[config.mk]
export PLATFORM = sky130hd
export DESIGN_NAME = ring_buffer_space_allocator_top_flat
export DESIGN_NICKNAME = d
export VERILOG_FILES = /design/src/rtl/core/rbsa_pkg.sv /design/src/rtl/core/rbsa_if.sv /design/src/rtl/core/rbsa_cell.sv /design/src/rtl/core/ring_buffer_space_allocator_top.sv /design/src/flat_wrapper.sv
export SDC_FILE = /design/constraint.sdc
export NUM_CORES = 2
export LEC_CHECK = 0
export ABC_CLOCK_PERIOD_IN_PS = 20300
export BUFFER_PORTS_ARGS = -buffer_cell sky130_fd_sc_hd__buf_2
export CORE_ASPECT_RATIO = 2
export CORE_MARGIN = 4
export CORE_UTILIZATION = 48
export DETAILED_ROUTE_END_ITERATION = 6
export HOLD_SLACK_MARGIN = 0.03
export PLACE_DENSITY_LB_ADDON = 0.12
export SYNTH_ARGS = -nofsm -noshare
export SYNTH_HDL_FRONTEND = slang
export SYNTH_SLANG_ARGS = --single-unit
[constraint.sdc]
create_clock -name clk -period 20.3 [get_ports clk]
set_clock_uncertainty 0.2 [all_clocks]
set_input_delay 3.045 -clock clk [delete_from_list [all_inputs] [get_ports clk]]
set_output_delay 3.045 -clock clk [all_outputs]
set_load 0.02 [all_outputs]
[src/rtl/core/rbsa_pkg.sv]
// Package with shared constants, types and codes of the ring buffer space allocator.
`timescale 1ns / 1ps
package rbsa_pkg;
  localparam int MAX_RECORDS_DEF = 16;
  localparam int OFFSET_BITS_DEF = 20;
  localparam int REQ_W = 21;
  localparam int ALIGN_W = 13;
  localparam int CFG_W = 32;
  localparam int CFG_IDX_W = 1;

  localparam logic [CFG_IDX_W-1:0] REG_BASE = 1'd0;
  localparam logic [CFG_IDX_W-1:0] REG_SIZE = 1'd1;

  typedef enum logic [1:0] {
    ST_OK      = 2'd0,
    ST_NOSPACE = 2'd1,
    ST_UNKNOWN = 2'd2,
    ST_BAD     = 2'd3
  } status_t;

  typedef enum logic [2:0] {
    S_IDLE,
    S_FIT,
    S_PLACE,
    S_SEARCH,
    S_RETIRE,
    S_DONE
  } state_t;
endpackage

[src/rtl/core/rbsa_if.sv]
// Valid/ready channel interfaces for requests and results.
`timescale 1ns / 1ps
interface rbsa_req_if #(parameter int OB = 20);
  logic          valid;
  logic          ready;
  logic          operation;
  logic [20:0]   request_bytes;
  logic [12:0]   align_bytes;
  logic [OB-1:0] release_offset;
  modport source (output valid, operation, request_bytes, align_bytes, release_offset,
                  input ready);
  modport sink (input valid, operation, request_bytes, align_bytes, release_offset,
                output ready);
endinterface

interface rbsa_res_if #(parameter int OB = 20);
  logic          valid;
  logic          ready;
  logic [1:0]    status;
  logic [OB-1:0] granted_offset;
  modport source (output valid, status, granted_offset, input ready);
  modport sink (input valid, status, granted_offset, output ready);
endinterface

[src/rtl/core/rbsa_cell.sv]
// One cell of the record ring: holds a record and shifts it toward the front.
`timescale 1ns / 1ps
module rbsa_cell import rbsa_pkg::*; #(
  parameter int OB = OFFSET_BITS_DEF
) (
  input  logic          clk,
  input  logic          load,
  input  logic [OB-1:0] load_start,
  input  logic [REQ_W-1:0] load_len,
  input  logic          load_pend,
  input  logic          shift,
  input  logic [OB-1:0] nb_start,
  input  logic [REQ_W-1:0] nb_len,
  input  logic          nb_pend,
  input  logic          mark,
  output logic [OB-1:0] start,
  output logic [REQ_W-1:0] len,
  output logic          pend
);
  // Load has priority, then the rotation, then a pending mark.
  always_ff @(posedge clk) begin
    if (load) begin
      start <= load_start;
      len   <= load_len;
      pend  <= load_pend;
    end else if (shift) begin
      start <= nb_start;
      len   <= nb_len;
      pend  <= nb_pend | mark;
    end else if (mark) begin
      pend <= 1'b1;
    end
  end
endmodule

[src/rtl/core/ring_buffer_space_allocator_top.sv]
// Top level of the ring buffer space allocator.
//  channel | dir | handshake    | payload
//  req     | in  | valid/ready  | operation, request_bytes, align_bytes, release_offset
//  res     | out | valid/ready  | status, granted_offset
//  cfg     | in  | cfg_we       | cfg_index, cfg_data
// Records sit in a row of cells that rotates by one position a cycle during search and
// retire; cell 0 is the front. An allocate steps through accept, alignment, placement
// and result. A free rotates the whole row once in search and, on a match, then retires
// the pending front records before the result.
// Reset clears head, tail and count; record contents are not cleared.
// One item is in work at a time; the result register waits for res.ready.
`timescale 1ns / 1ps
module ring_buffer_space_allocator_top import rbsa_pkg::*; #(
  parameter int MAX_RECORDS = MAX_RECORDS_DEF
) (
  input  logic                 clk,
  input  logic                 rst,
  input  logic                 cfg_we,
  input  logic [CFG_IDX_W-1:0] cfg_index,
  input  logic [CFG_W-1:0]     cfg_data,
  rbsa_req_if.sink             req,
  rbsa_res_if.source           res
);
  localparam int OB = OFFSET_BITS_DEF;
  localparam int N = MAX_RECORDS;
  localparam int CW = $clog2(N + 1);
  localparam int RW = $clog2(N);
  localparam int EW = OB + 2;

  logic [31:0] region_base;
  logic [20:0] region_size;
  logic [OB:0] eff;

  state_t state, state_next;
  logic [OB-1:0] head, tail;
  logic [CW-1:0] count;
  logic [RW:0]   rot;
  logic          op;
  logic [REQ_W-1:0] rq;
  logic [ALIGN_W-1:0] al;
  logic [OB-1:0] rel;
  logic          found;
  logic [1:0]    st;
  logic [OB-1:0] got;

  logic [OB-1:0]    c_start [N];
  logic [REQ_W-1:0] c_len [N];
  logic             c_pend [N];
  logic             c_load [N];
  logic [OB-1:0]    c_lstart [N];
  logic [REQ_W-1:0] c_llen [N];
  logic             c_lpend [N];
  logic             c_mark [N];
  logic             shift;

  // Configuration registers.
  always_ff @(posedge clk) begin
    if (rst) begin
      region_base <= '0;
      region_size <= 21'd1048576;
    end else if (cfg_we) begin
      unique case (cfg_index)
        REG_BASE: region_base <= cfg_data;
        REG_SIZE: region_size <= cfg_data[20:0];
        default: ;
      endcase
    end
  end

  localparam logic [21:0] CAP = 22'(1) << OB;
  assign eff = ({1'b0, region_size} > CAP) ? CAP[OB:0] : region_size[OB:0];

  // Fit of the request into a range [lo, hi), wide enough to carry overflow.
  function automatic logic [EW:0] fit_off(input logic [EW-1:0] lo, input logic [31:0] base,
                                          input logic [ALIGN_W-1:0] a);
    logic [33:0] abs_lo, am, alg;
    abs_lo = {2'b0, base} + 34'(lo);
    am = 34'(a) - 34'd1;
    alg = (a != '0) ? ((abs_lo + am) & ~am) : abs_lo;
    return (EW + 1)'(alg - {2'b0, base});
  endfunction

  function automatic logic fits(input logic [EW-1:0] lo, input logic [EW-1:0] hi,
                                input logic [EW:0] off, input logic [REQ_W-1:0] r);
    logic [EW:0] hh;
    hh = {1'b0, hi};
    return !({1'b0, lo} > hh || off > hh || (hh - off) < (EW + 1)'(r));
  endfunction

  // Range candidates for the allocate cases; the aligned offsets are registered.
  logic [EW-1:0] lo_a, hi_a, lo_b, hi_b;
  logic [EW:0]   off_a, off_b;
  logic          fit_a, fit_b;
  logic [CW-1:0] room;
  always_comb begin
    lo_a = (count == '0) ? '0 : EW'(head);
    hi_a = (count == '0 || head > tail) ? EW'(eff) : EW'(tail);
    lo_b = '0;
    hi_b = EW'(tail);
    fit_a = fits(lo_a, hi_a, off_a, rq);
    fit_b = (count != '0) && (head > tail) && fits(lo_b, hi_b, off_b, rq);
    room = CW'(N) - count;
  end

  function automatic logic [OB-1:0] wrap_end(input logic [EW:0] v, input logic [OB:0] sz);
    logic [EW:0] w;
    w = (v >= (EW + 1)'(sz)) ? v - (EW + 1)'(sz) : v;
    return w[OB-1:0];
  endfunction

  logic bad;
  assign bad = (rq == '0) || ((al & (al - 1'b1)) != '0);

  // Next state.
  always_comb begin
    state_next = state;
    unique case (state)
      S_IDLE:   if (req.valid) state_next = S_FIT;
      S_FIT:    state_next = op ? S_SEARCH : S_PLACE;
      S_PLACE:  state_next = S_DONE;
      S_SEARCH: if (rot == (RW + 1)'(N)) state_next = found ? S_RETIRE : S_DONE;
      S_RETIRE: if (count == '0 || !c_pend[0]) state_next = S_DONE;
      S_DONE:   if (res.ready) state_next = S_IDLE;
      default:  state_next = S_IDLE;
    endcase
  end

  // Outputs.
  always_comb begin
    req.ready = (state == S_IDLE);
    res.valid = (state == S_DONE);
    res.status = st;
    res.granted_offset = got;
  end

  // Rotation during the search walks every cell once; during retire cell 0 leaves.
  logic sea_hit;
  assign sea_hit = (state == S_SEARCH) && (rot < (RW + 1)'(N)) && !found &&
                   (RW + 1)'(count) > rot && !c_pend[0] && c_start[0] == rel;
  assign shift = (state == S_SEARCH && rot < (RW + 1)'(N)) ||
                 (state == S_RETIRE && count != '0 && c_pend[0]);

  // Cell load controls: new records enter at slot count (or count+1) of the row.
  logic push1, push2;
  logic [OB-1:0] pad_start, blk_start;
  logic [REQ_W-1:0] pad_len;
  always_comb begin
    push1 = 1'b0;
    push2 = 1'b0;
    pad_start = head;
    pad_len = REQ_W'(eff) - REQ_W'(head);
    blk_start = fit_a ? off_a[OB-1:0] : off_b[OB-1:0];
    if (state == S_PLACE && !op && !bad && room != '0 &&
        !(count != '0 && head == tail)) begin
      if (fit_a) push1 = 1'b1;
      else if (fit_b && room >= CW'(2)) push2 = 1'b1;
    end
    for (int i = 0; i < N; i++) begin
      c_mark[i] = (i == N - 1) && sea_hit;
      c_load[i] = 1'b0;
      c_lstart[i] = blk_start;
      c_llen[i] = rq;
      c_lpend[i] = 1'b0;
      if (push1 && CW'(i) == count) c_load[i] = 1'b1;
      if (push2 && CW'(i) == count) begin
        c_load[i] = 1'b1;
        c_lstart[i] = pad_start;
        c_llen[i] = pad_len;
        c_lpend[i] = 1'b1;
      end
      if (push2 && CW'(i) == count + 1'b1) c_load[i] = 1'b1;
    end
  end

  // Row of cells; cell i takes the record of cell i+1, cell N-1 takes cell 0.
  for (genvar g = 0; g < N; g++) begin : g_cell
    localparam int NB = (g + 1) % N;
    rbsa_cell #(.OB(OB)) u_cell (
      .clk(clk), .load(c_load[g]), .load_start(c_lstart[g]), .load_len(c_llen[g]),
      .load_pend(c_lpend[g]), .shift(shift), .nb_start(c_start[NB]),
      .nb_len(c_len[NB]), .nb_pend(c_pend[NB]), .mark(c_mark[g]),
      .start(c_start[g]), .len(c_len[g]), .pend(c_pend[g])
    );
  end

  // Control registers and result.
  always_ff @(posedge clk) begin
    if (rst) begin
      state <= S_IDLE;
      head  <= '0;
      tail  <= '0;
      count <= '0;
      rot   <= '0;
      found <= 1'b0;
    end else begin
      state <= state_next;
      unique case (state)
        S_IDLE: if (req.valid) begin
          op <= req.operation;
          rq <= req.request_bytes;
          al <= req.align_bytes;
          rel <= req.release_offset;
          rot <= '0;
          found <= 1'b0;
        end
        S_FIT: begin
          // Aligned start offsets of both candidate ranges.
          off_a <= fit_off(lo_a, region_base, al);
          off_b <= fit_off(lo_b, region_base, al);
          got <= '0;
          st <= ST_OK;
        end
        S_PLACE: begin
          if (bad) st <= ST_BAD;
          else if (push1) begin
            st <= ST_OK;
            got <= off_a[OB-1:0];
            head <= wrap_end(off_a + (EW + 1)'(rq), eff);
            if (count == '0) tail <= '0;
            count <= count + 1'b1;
          end else if (push2) begin
            st <= ST_OK;
            got <= off_b[OB-1:0];
            head <= OB'(off_b + (EW + 1)'(rq));
            count <= count + CW'(2);
          end else begin
            st <= ST_NOSPACE;
          end
        end
        S_SEARCH: begin
          if (rot < (RW + 1)'(N)) rot <= rot + 1'b1;
          if (sea_hit) found <= 1'b1;
          if (rot == (RW + 1)'(N) && !found) st <= ST_UNKNOWN;
        end
        S_RETIRE: if (count != '0 && c_pend[0]) begin
          tail <= wrap_end((EW + 1)'(c_start[0]) + (EW + 1)'(c_len[0]), eff);
          count <= count - 1'b1;
        end
        default: ;
      endcase
    end
  end

`ifndef SYNTHESIS
  a_count: assert property (@(posedge clk) disable iff (rst) count <= CW'(N))
    else $error("record count above capacity");
  a_hold: assert property (@(posedge clk) disable iff (rst)
    res.valid && !res.ready |=> res.valid && $stable(res.status))
    else $error("result changed while stalled");
  a_free_ok: assert property (@(posedge clk) disable iff (rst)
    state == S_RETIRE |-> found)
    else $error("retire without a match");
  a_busy: assert property (@(posedge clk) disable iff (rst)
    state != S_IDLE |-> !req.ready)
    else $error("request taken while busy");
`endif
endmodule

[src/flat_wrapper.sv]
// flat-port wrapper written by rule: the top's interface ports become plain ports
module ring_buffer_space_allocator_top_flat import rbsa_pkg::*;
#(
  parameter int MAX_RECORDS = MAX_RECORDS_DEF
)
  (clk, rst, cfg_we, cfg_index, cfg_data, req_valid, req_operation, req_request_bytes, req_align_bytes, req_release_offset, req_ready, res_valid, res_status, res_granted_offset, res_ready);
  rbsa_req_if #(.OB((OFFSET_BITS_DEF))) req_i ();
  rbsa_res_if #(.OB((OFFSET_BITS_DEF))) res_i ();
  input  logic clk;
  input  logic rst;
  input  logic cfg_we;
  input  logic [CFG_IDX_W-1:0] cfg_index;
  input  logic [CFG_W-1:0] cfg_data;
  input wire logic [$bits(req_i.valid)-1:0] req_valid;
  input wire logic [$bits(req_i.operation)-1:0] req_operation;
  input wire logic [$bits(req_i.request_bytes)-1:0] req_request_bytes;
  input wire logic [$bits(req_i.align_bytes)-1:0] req_align_bytes;
  input wire logic [$bits(req_i.release_offset)-1:0] req_release_offset;
  output wire logic [$bits(req_i.ready)-1:0] req_ready;
  output wire logic [$bits(res_i.valid)-1:0] res_valid;
  output wire logic [$bits(res_i.status)-1:0] res_status;
  output wire logic [$bits(res_i.granted_offset)-1:0] res_granted_offset;
  input wire logic [$bits(res_i.ready)-1:0] res_ready;
  assign req_i.valid = req_valid;
  assign req_i.operation = req_operation;
  assign req_i.request_bytes = req_request_bytes;
  assign req_i.align_bytes = req_align_bytes;
  assign req_i.release_offset = req_release_offset;
  assign req_ready = req_i.ready;
  assign res_valid = res_i.valid;
  assign res_status = res_i.status;
  assign res_granted_offset = res_i.granted_offset;
  assign res_i.ready = res_ready;
  ring_buffer_space_allocator_top #(.MAX_RECORDS(MAX_RECORDS)) u_core (.clk(clk), .rst(rst), .cfg_we(cfg_we), .cfg_index(cfg_index), .cfg_data(cfg_data), .req(req_i), .res(res_i));
endmodule
# --- Yosys cells after proc, flatten, opt, wreduce, memory -nomap -nowiden ---
# Cells that the tools add are included.
classes:
  bitwise_logic: 8
  n_reduce_logical: 120
  n_eq_ne: 50
  magnitude_cmp: 12
  addsub: 20
  muxes: 239
op_table:
  columns: ["op", "count"]
  rows:
  - ["$mux W20", 61]
  - ["$mux W21", 50]
  - ["$mux W1", 106]
  - ["$eq A4 B5 Y1 const A", 16]
  - ["$pmux W20 S2", 2]
  - ["$logic_and A1 B1 Y1", 65]
  - ["$add A23 B23 Y23", 2]
  - ["$and A23 B23 Y23", 2]
  - ["$lt A23 B21 Y1", 2]
  - ["$mux W23", 2]
  - ["$sub A23 B23 Y23", 2]
  - ["$eq A20 B20 Y1", 2]
  - ["$eq A3 B5 Y1 const A", 8]
  - ["$reduce_bool A2 Y1", 20]
  - ["$sub A20 B20 Y20", 2]
  - ["$mux W5", 6]
  - ["$reduce_bool A13 Y1", 2]
  - ["$add A23 B20 Y23", 1]
  - ["$add A23 B21 Y23", 1]
  - ["$ge A23 B21 Y1", 1]
  - ["$gt A23 B20 Y1", 1]
  - ["$gt A23 B22 Y1", 1]
  - ["$not A23 Y23", 1]
  - ["$sub A20 B23 Y23", 1]
  - ["other kinds (46)", 92]
word_totals:
  ff_bits: 893
  in_bits: 93
  output_inout_bits: 24

# --- Longest topological paths before layout ---
logic_depth:
  word_depth: 14
  mapped_depth: 42
  depth_no_buf: 34

# --- Cells and area by module ---
# Synthesis repeated with hierarchy kept, for this count alone.
hier_totals:
  hier_cells: 5887
  area_unflattened_um2: 61144.9
by_module_without_submodules:
  columns: ["module", "n_inst", "area_each_um2", "seq_area_each_um2", "cells_per_inst"]
  rows:
  - ["ring_buffer_space_allocator_top", 1, 31916.9, 5655.4, 4399]
  - ["rbsa_cell", 16, 1826.8, 1261.2, 93]

# --- Least setup slack after synthesis ---
# Ideal clock, no wire load.
synth_path:
  path_type: "flip-flop to flip-flop"
  startpoint: "register u_core.count[1]"
  endpoint: "register u_core.g_cell[3].u_cell.len[0] (enable)"
  path_buffers: 5
  stages_incl_launch_ff: 38
  synth_period_minus_slack_ps: 10352
  setup_slack_ps: 9948
  t_arrival_ps: 9652
  path_cell_list: "dfxtp_1 inv_1 ha_1 clkbuf_1 and2_1 ha_1 clkbuf_1 inv_1 o21a_1 nand2_1 clkbuf_1 nor2_1 a21o_1 ha_1 nor2b_1 o31a_1 o21bai_1 nand4_1 [... 2 more ...] o21ai_0 nand2_1 a21oi_1 o21bai_1 xor2_1 ha_1 o21ai_0 nor3b_1 nand2b_1 o22ai_1 or3_1 o31ai_2 or2_1 nor3b_4 nor2_1 buf_2 clkbuf_1 o21ai_0"
synth_between:
  elab_chain_cells: 13
  word_cells_on_any_way: 39
  cone_classes: "3 x add/sub; 4 x order compare; 2 x eq/ne; 10 x mux; 20 x reduce/logical"
synth_lines:
  columns: ["element", "line_no", "text"]
  rows:
  - ["from (decl)", "ring_buffer_space_allocator_top.sv:36", "logic [CW-1:0] count;"]
  - ["from (signal assigned)", "ring_buffer_space_allocator_top.sv:220", "count <= count + 1'b1;"]
  - ["from (signal assigned)", "ring_buffer_space_allocator_top.sv:225", "count <= count + CW'(2);"]
  - ["from (signal assigned)", "ring_buffer_space_allocator_top.sv:237", "count <= count - 1'b1;"]
  - ["$logic_not A5 Y1", "ring_buffer_space_allocator_top.sv:96, ring_buffer_space_allocator_top.sv:97", null]
  - ["$logic_or A1 B1 Y1", "ring_buffer_space_allocator_top.sv:97", "hi_a = (count == '0 || head > tail) ? EW'(eff) : EW'(tail);"]
  - ["$mux W21", "ring_buffer_space_allocator_top.sv:97", null]
  - ["$sub A22 B23 Y23 (tied with other cells)", "ring_buffer_space_allocator_top.sv:87", "return !({1'b0, lo} > hh || off > hh || (hh - off) < (EW + 1)'(r));"]
  - ["$lt A23 B21 Y1 or $logic_or A1 B1 Y1 (tied branches)", "ring_buffer_space_allocator_top.sv:87", null]
  - ["$logic_or A1 B1 Y1", "ring_buffer_space_allocator_top.sv:87", null]
  - ["$mux W1", "ring_buffer_space_allocator_top.sv:155", "if (fit_a) push1 = 1'b1;"]
  - ["$mux W1", "ring_buffer_space_allocator_top.sv:153", "if (state == S_PLACE && !op && !bad && room != '0 &&"]
  - ["$logic_and A1 B1 Y1", "ring_buffer_space_allocator_top.sv:164", "if (push1 && CW'(i) == count) c_load[i] = 1'b1;"]
  - ["$mux W1", "ring_buffer_space_allocator_top.sv:164", null]
  - ["$mux W1", "ring_buffer_space_allocator_top.sv:165", "if (push2 && CW'(i) == count) begin"]
  - ["$mux W1", "ring_buffer_space_allocator_top.sv:171", "if (push2 && CW'(i) == count + 1'b1) c_load[i] = 1'b1;"]
  - ["$reduce_bool A2 Y1 (no source line) *", null, null]
  - ["to (signal assigned)", "rbsa_cell.sv:24", "len <= load_len;"]
  - ["to (signal assigned)", "rbsa_cell.sv:28", "len <= nb_len;"]
  - ["to (decl)", "rbsa_cell.sv:17", "output logic [REQ_W-1:0] len,"]
# Mark *: on every way between the ends. The rest lies on a longest branch, timed or not.
# A chain may end at the register's enable or synchronous reset.

# --- Worst setup path after layout ---
layout_path:
  startpoint: "register u_core.head[0]"
  endpoint: "register u_core.g_cell[11].u_cell.start[17] (enable)"
layout_between:
  elab_chain_cells: 13
  word_cells_on_any_way: 29
  cone_classes: "1 x add/sub; 4 x order compare; 1 x eq/ne; 10 x mux; 13 x reduce/logical"
layout_lines:
  columns: ["element", "line_no", "text"]
  rows:
  - ["from (decl)", "ring_buffer_space_allocator_top.sv:35", "logic [OB-1:0] head, tail;"]
  - ["from (signal assigned)", "ring_buffer_space_allocator_top.sv:218", "head <= wrap_end(off_a + (EW + 1)'(rq), eff);"]
  - ["from (signal assigned)", "ring_buffer_space_allocator_top.sv:224", "head <= OB'(off_b + (EW + 1)'(rq));"]
  - ["$gt A20 B20 Y1", "ring_buffer_space_allocator_top.sv:97, ring_buffer_space_allocator_top.sv:101", null]
  - ["$logic_or A1 B1 Y1", "ring_buffer_space_allocator_top.sv:97", null]
  - ["$mux W21", "ring_buffer_space_allocator_top.sv:97", null]
  - ["$sub A22 B23 Y23 (tied with other cells)", "ring_buffer_space_allocator_top.sv:87", null]
  - ["$lt A23 B21 Y1 or $logic_or A1 B1 Y1 (tied branches)", "ring_buffer_space_allocator_top.sv:87", null]
  - ["$logic_or A1 B1 Y1", "ring_buffer_space_allocator_top.sv:87", null]
  - ["$mux W1", "ring_buffer_space_allocator_top.sv:155", null]
  - ["$mux W1", "ring_buffer_space_allocator_top.sv:153", null]
  - ["$logic_and A1 B1 Y1", "ring_buffer_space_allocator_top.sv:164", null]
  - ["$mux W1", "ring_buffer_space_allocator_top.sv:164", null]
  - ["$mux W1", "ring_buffer_space_allocator_top.sv:165", null]
  - ["$mux W1 *", "ring_buffer_space_allocator_top.sv:171", null]
  - ["$reduce_bool A2 Y1 (no source line) *", null, null]
  - ["to (signal assigned)", "rbsa_cell.sv:23", "start <= load_start;"]
  - ["to (signal assigned)", "rbsa_cell.sv:27", "start <= nb_start;"]
  - ["to (decl)", "rbsa_cell.sv:16", "output logic [OB-1:0] start,"]
# Marked as above.

==> results.cfg <==
[layout]
drive_gt1_frac = 0.124
area_growth_pct = 8.27
final_nets = 6674

[synthesis]
synth_edf_count = 795
async_flop_share = 0
syn-instance-count = 6273
synth_cell_types = 98
synthTopCellsByArea = edfxtp_1 (40%), ha_1 (8.0%), o21ai_0 (6.1%), nand2_1 (5.9%), mux2_2 (5.5%)
synth-seq-cells = 893
yosysMostFrequentCell = nand2_1
syn_area_um2 = 59500
ys_seq_area_frac = 0.434
yosysTopAreaCell = edfxtp_1
netlist.area_leader.share = 0.401
avgSynthCellArea_um2 = 9.49
synth_common_cells = nand2_1 (929), edfxtp_1 (795), o21ai_0 (723)
synth_fp_nets = 6758
dominantRegCellSynth = edfxtp_1
ys_warn_count = 0

[place]
hpwl_um = 159000
gp_congestion = 1.00
port_buffers = 107

[routing]
num_vias = 48100
ant_nets = 0
drtIter0Drc = 3619
routed_via_density = 6.14
wl_per_cell_um = 27.3
routed_wl_um = 214000
drt_first_pass_iters = 6
remaining_drc_errors = 0

[sta]
hold_violations = 0
setup_viol = 0
fmax_mhz = 69.3
worst_pin_slew_ns = 1.34
hold_ws_ns = 0.278
slew_headroom = 0.0994
slew_viol_final = 0
finalSetupTns_ns = 0
period_share = 0.711
min_period_ns = 14.43
rsz0062_at_grt = false

[clock_network]
cts_resized = 0
clock_latency_ns = 0.72
cts_setup_buffers = 0
cts.clk_slew.worst_paths_ns = 0.07
cts_htree_levels = 3
cts_tree = done
cts_buffer_depth = 3
cts.sinks = 893
cts-root-buf = clkbuf_16
cts_inserted_buffers = 87
cts-hold-fix-buffers = 0

[critical_path]
cp.required_ns = 20.43
worstPathMaxFanout = 46
crit_type = register to register
crit_path_frequent_cell = buf_4
worst-path-buf-inv = 6
crit_family = simple AND/OR/NAND/NOR gates
max_stage_delay_ns = 1.03
cp_slowest_cell = dfxtp_1
critPathLaunchType = register
end_kind = register
worstPathArrival_ns = 14.56

[global_route]
grt_usage = 0.321
grt_pass1_wl_um = 310000
antenna_found_initial = 6
met2_usage = 0.595
grtUsageMet1 = 0.308
met3_usage = 0.0423
globalRouteOverflowTotal = 0
grt_max_degree = 85
grt_pass1_vias = 48800
top_usage_layer = met2

[min_path]
hp-class = register to register

[power_and_ir_drop]
total_leakage_power_uw = 0.0259
pwr_density_cell_nw_per_um2 = 80.9
vdd_drop_max_mv = 0.0793

[floorplan]
initial_core_util = 0.484
die-width_um = 257
core_um2 = 123000
die_height_um = 506
die-area_um2 = 130000
io_pins = 117
placementRows = 182

[flow_run]
maxCapViolations = 0

[status]
outcome = finished, final reports clean
[registers in the layout, summed over array words and instances, names as in the netlist, 21 cells and up]
register,count
u_core.g_cell.u_cell.len,336
u_core.g_cell.u_cell.start,320
u_core.off_a,23
u_core.off_b,23
u_core.region_base,23
u_core.region_size,21
u_core.rq,21
[layout make-up]
class	instances	area (um2)
Inverter	277	1040
Clock buffer	96	2230
Antenna cell	3	7.51
Multi-Input combinational cell	4703	31200
Sequential cell	893	25800
Timing Repair Buffer	227	1440
Clock inverter	61	738
Tap cell	1564	1960
Fill cell	11400	58500
[power breakdown]
group	total, uW	switching [uW]	internal [uW]	leakage (uW)
Clock	1770	790	980	0.00144
Sequential	2220	73.8	2150	0.00803
Combinational	1220	786	432	0.0164
[metal layers]
metal	vias to the layer above	wire, um
li1	22400	-
met1	23300	69600
met2	1691	111000
met3	714	9760
met4	2	23400
met5	-	13
[per-stage QoR]
step | worst slack [ns] | power (uW) | cells | area (um2) | utilization
3_5_place_dp | 6.45 | 3450 | 7664 | 61400 | 0.500
5_1_grt | 5.86 | 5410 | 7822 | 64400 | 0.524
2_1_floorplan | 9.95 | 3030 | 6273 | 59500 | -
6_report | 5.87 | 5210 | 7824 | 64400 | 0.524
4_1_cts | 6.39 | 5210 | 7821 | 64400 | 0.524
3_3_place_gp | 6.41 | 3430 | 7664 | 61400 | 0.500
[cell usage in the layout, fill, tap and decap left out, types with 18 or more instances in the layout]
master       n
mux2_1      98
a31oi_1     31
ha_1       379
and2_1      21
inv_1      271
xor2_1      80
nor2_1     454
nor2b_1     61
nand4_1     39
nand2_1    915
o21a_1      60
or3_1       36
mux2_2     288
a21o_1      99
buf_4      121
o21ai_0    721
clkbuf_16   88
a211oi_1    56
o21ai_1     31
and3_1      26
o2bb2ai_1   18
dfxtp_1     98
o21bai_1    25
buf_2      106
o31ai_1     20
nor3_1      82
o211ai_1    19
edfxtp_1   795
mux2i_1     99
xnor2_1    157
nor4_1      28
nand2b_1    35
a21oi_1    474
nand3_1     59
[worst min-delay path: stages, from the launching register on]
cell     delay, ns
dfxtp_1       0.32
nand2_1       0.06
a21oi_1       0.05
[worst paths after layout]
check / from / end / cells after the start / slack [ns]
setup / recovery: u_core.head[0] / u_core.g_cell[11].u_cell.start[17] / 37 / 5.87
hold / removal: u_core.region_size[15] / u_core.region_size[15] / 2 / 0.28
setup reg to reg: u_core.head[0] / u_core.g_cell[11].u_cell.start[17] / 37 / 5.87
hold reg to reg: u_core.region_size[15] / u_core.region_size[15] / 2 / 0.28
[cell families after synthesis]
| family | after synthesis | share of synthesized area |
|---|---|---|
| buffers and inverters | 677 | 0.0485 |
| xor gates and xnor gates | 245 | 0.0361 |
| DFF | 893 | 0.434 |
| adders and majority gates | 392 | 0.0841 |
| AOI/OAI and AO/OA | 1732 | 0.172 |
| and+or+nand+nor | 1848 | 0.136 |
| muxes | 486 | 0.0900 |
No activity file was read; power rests on OpenSTA's default activity.
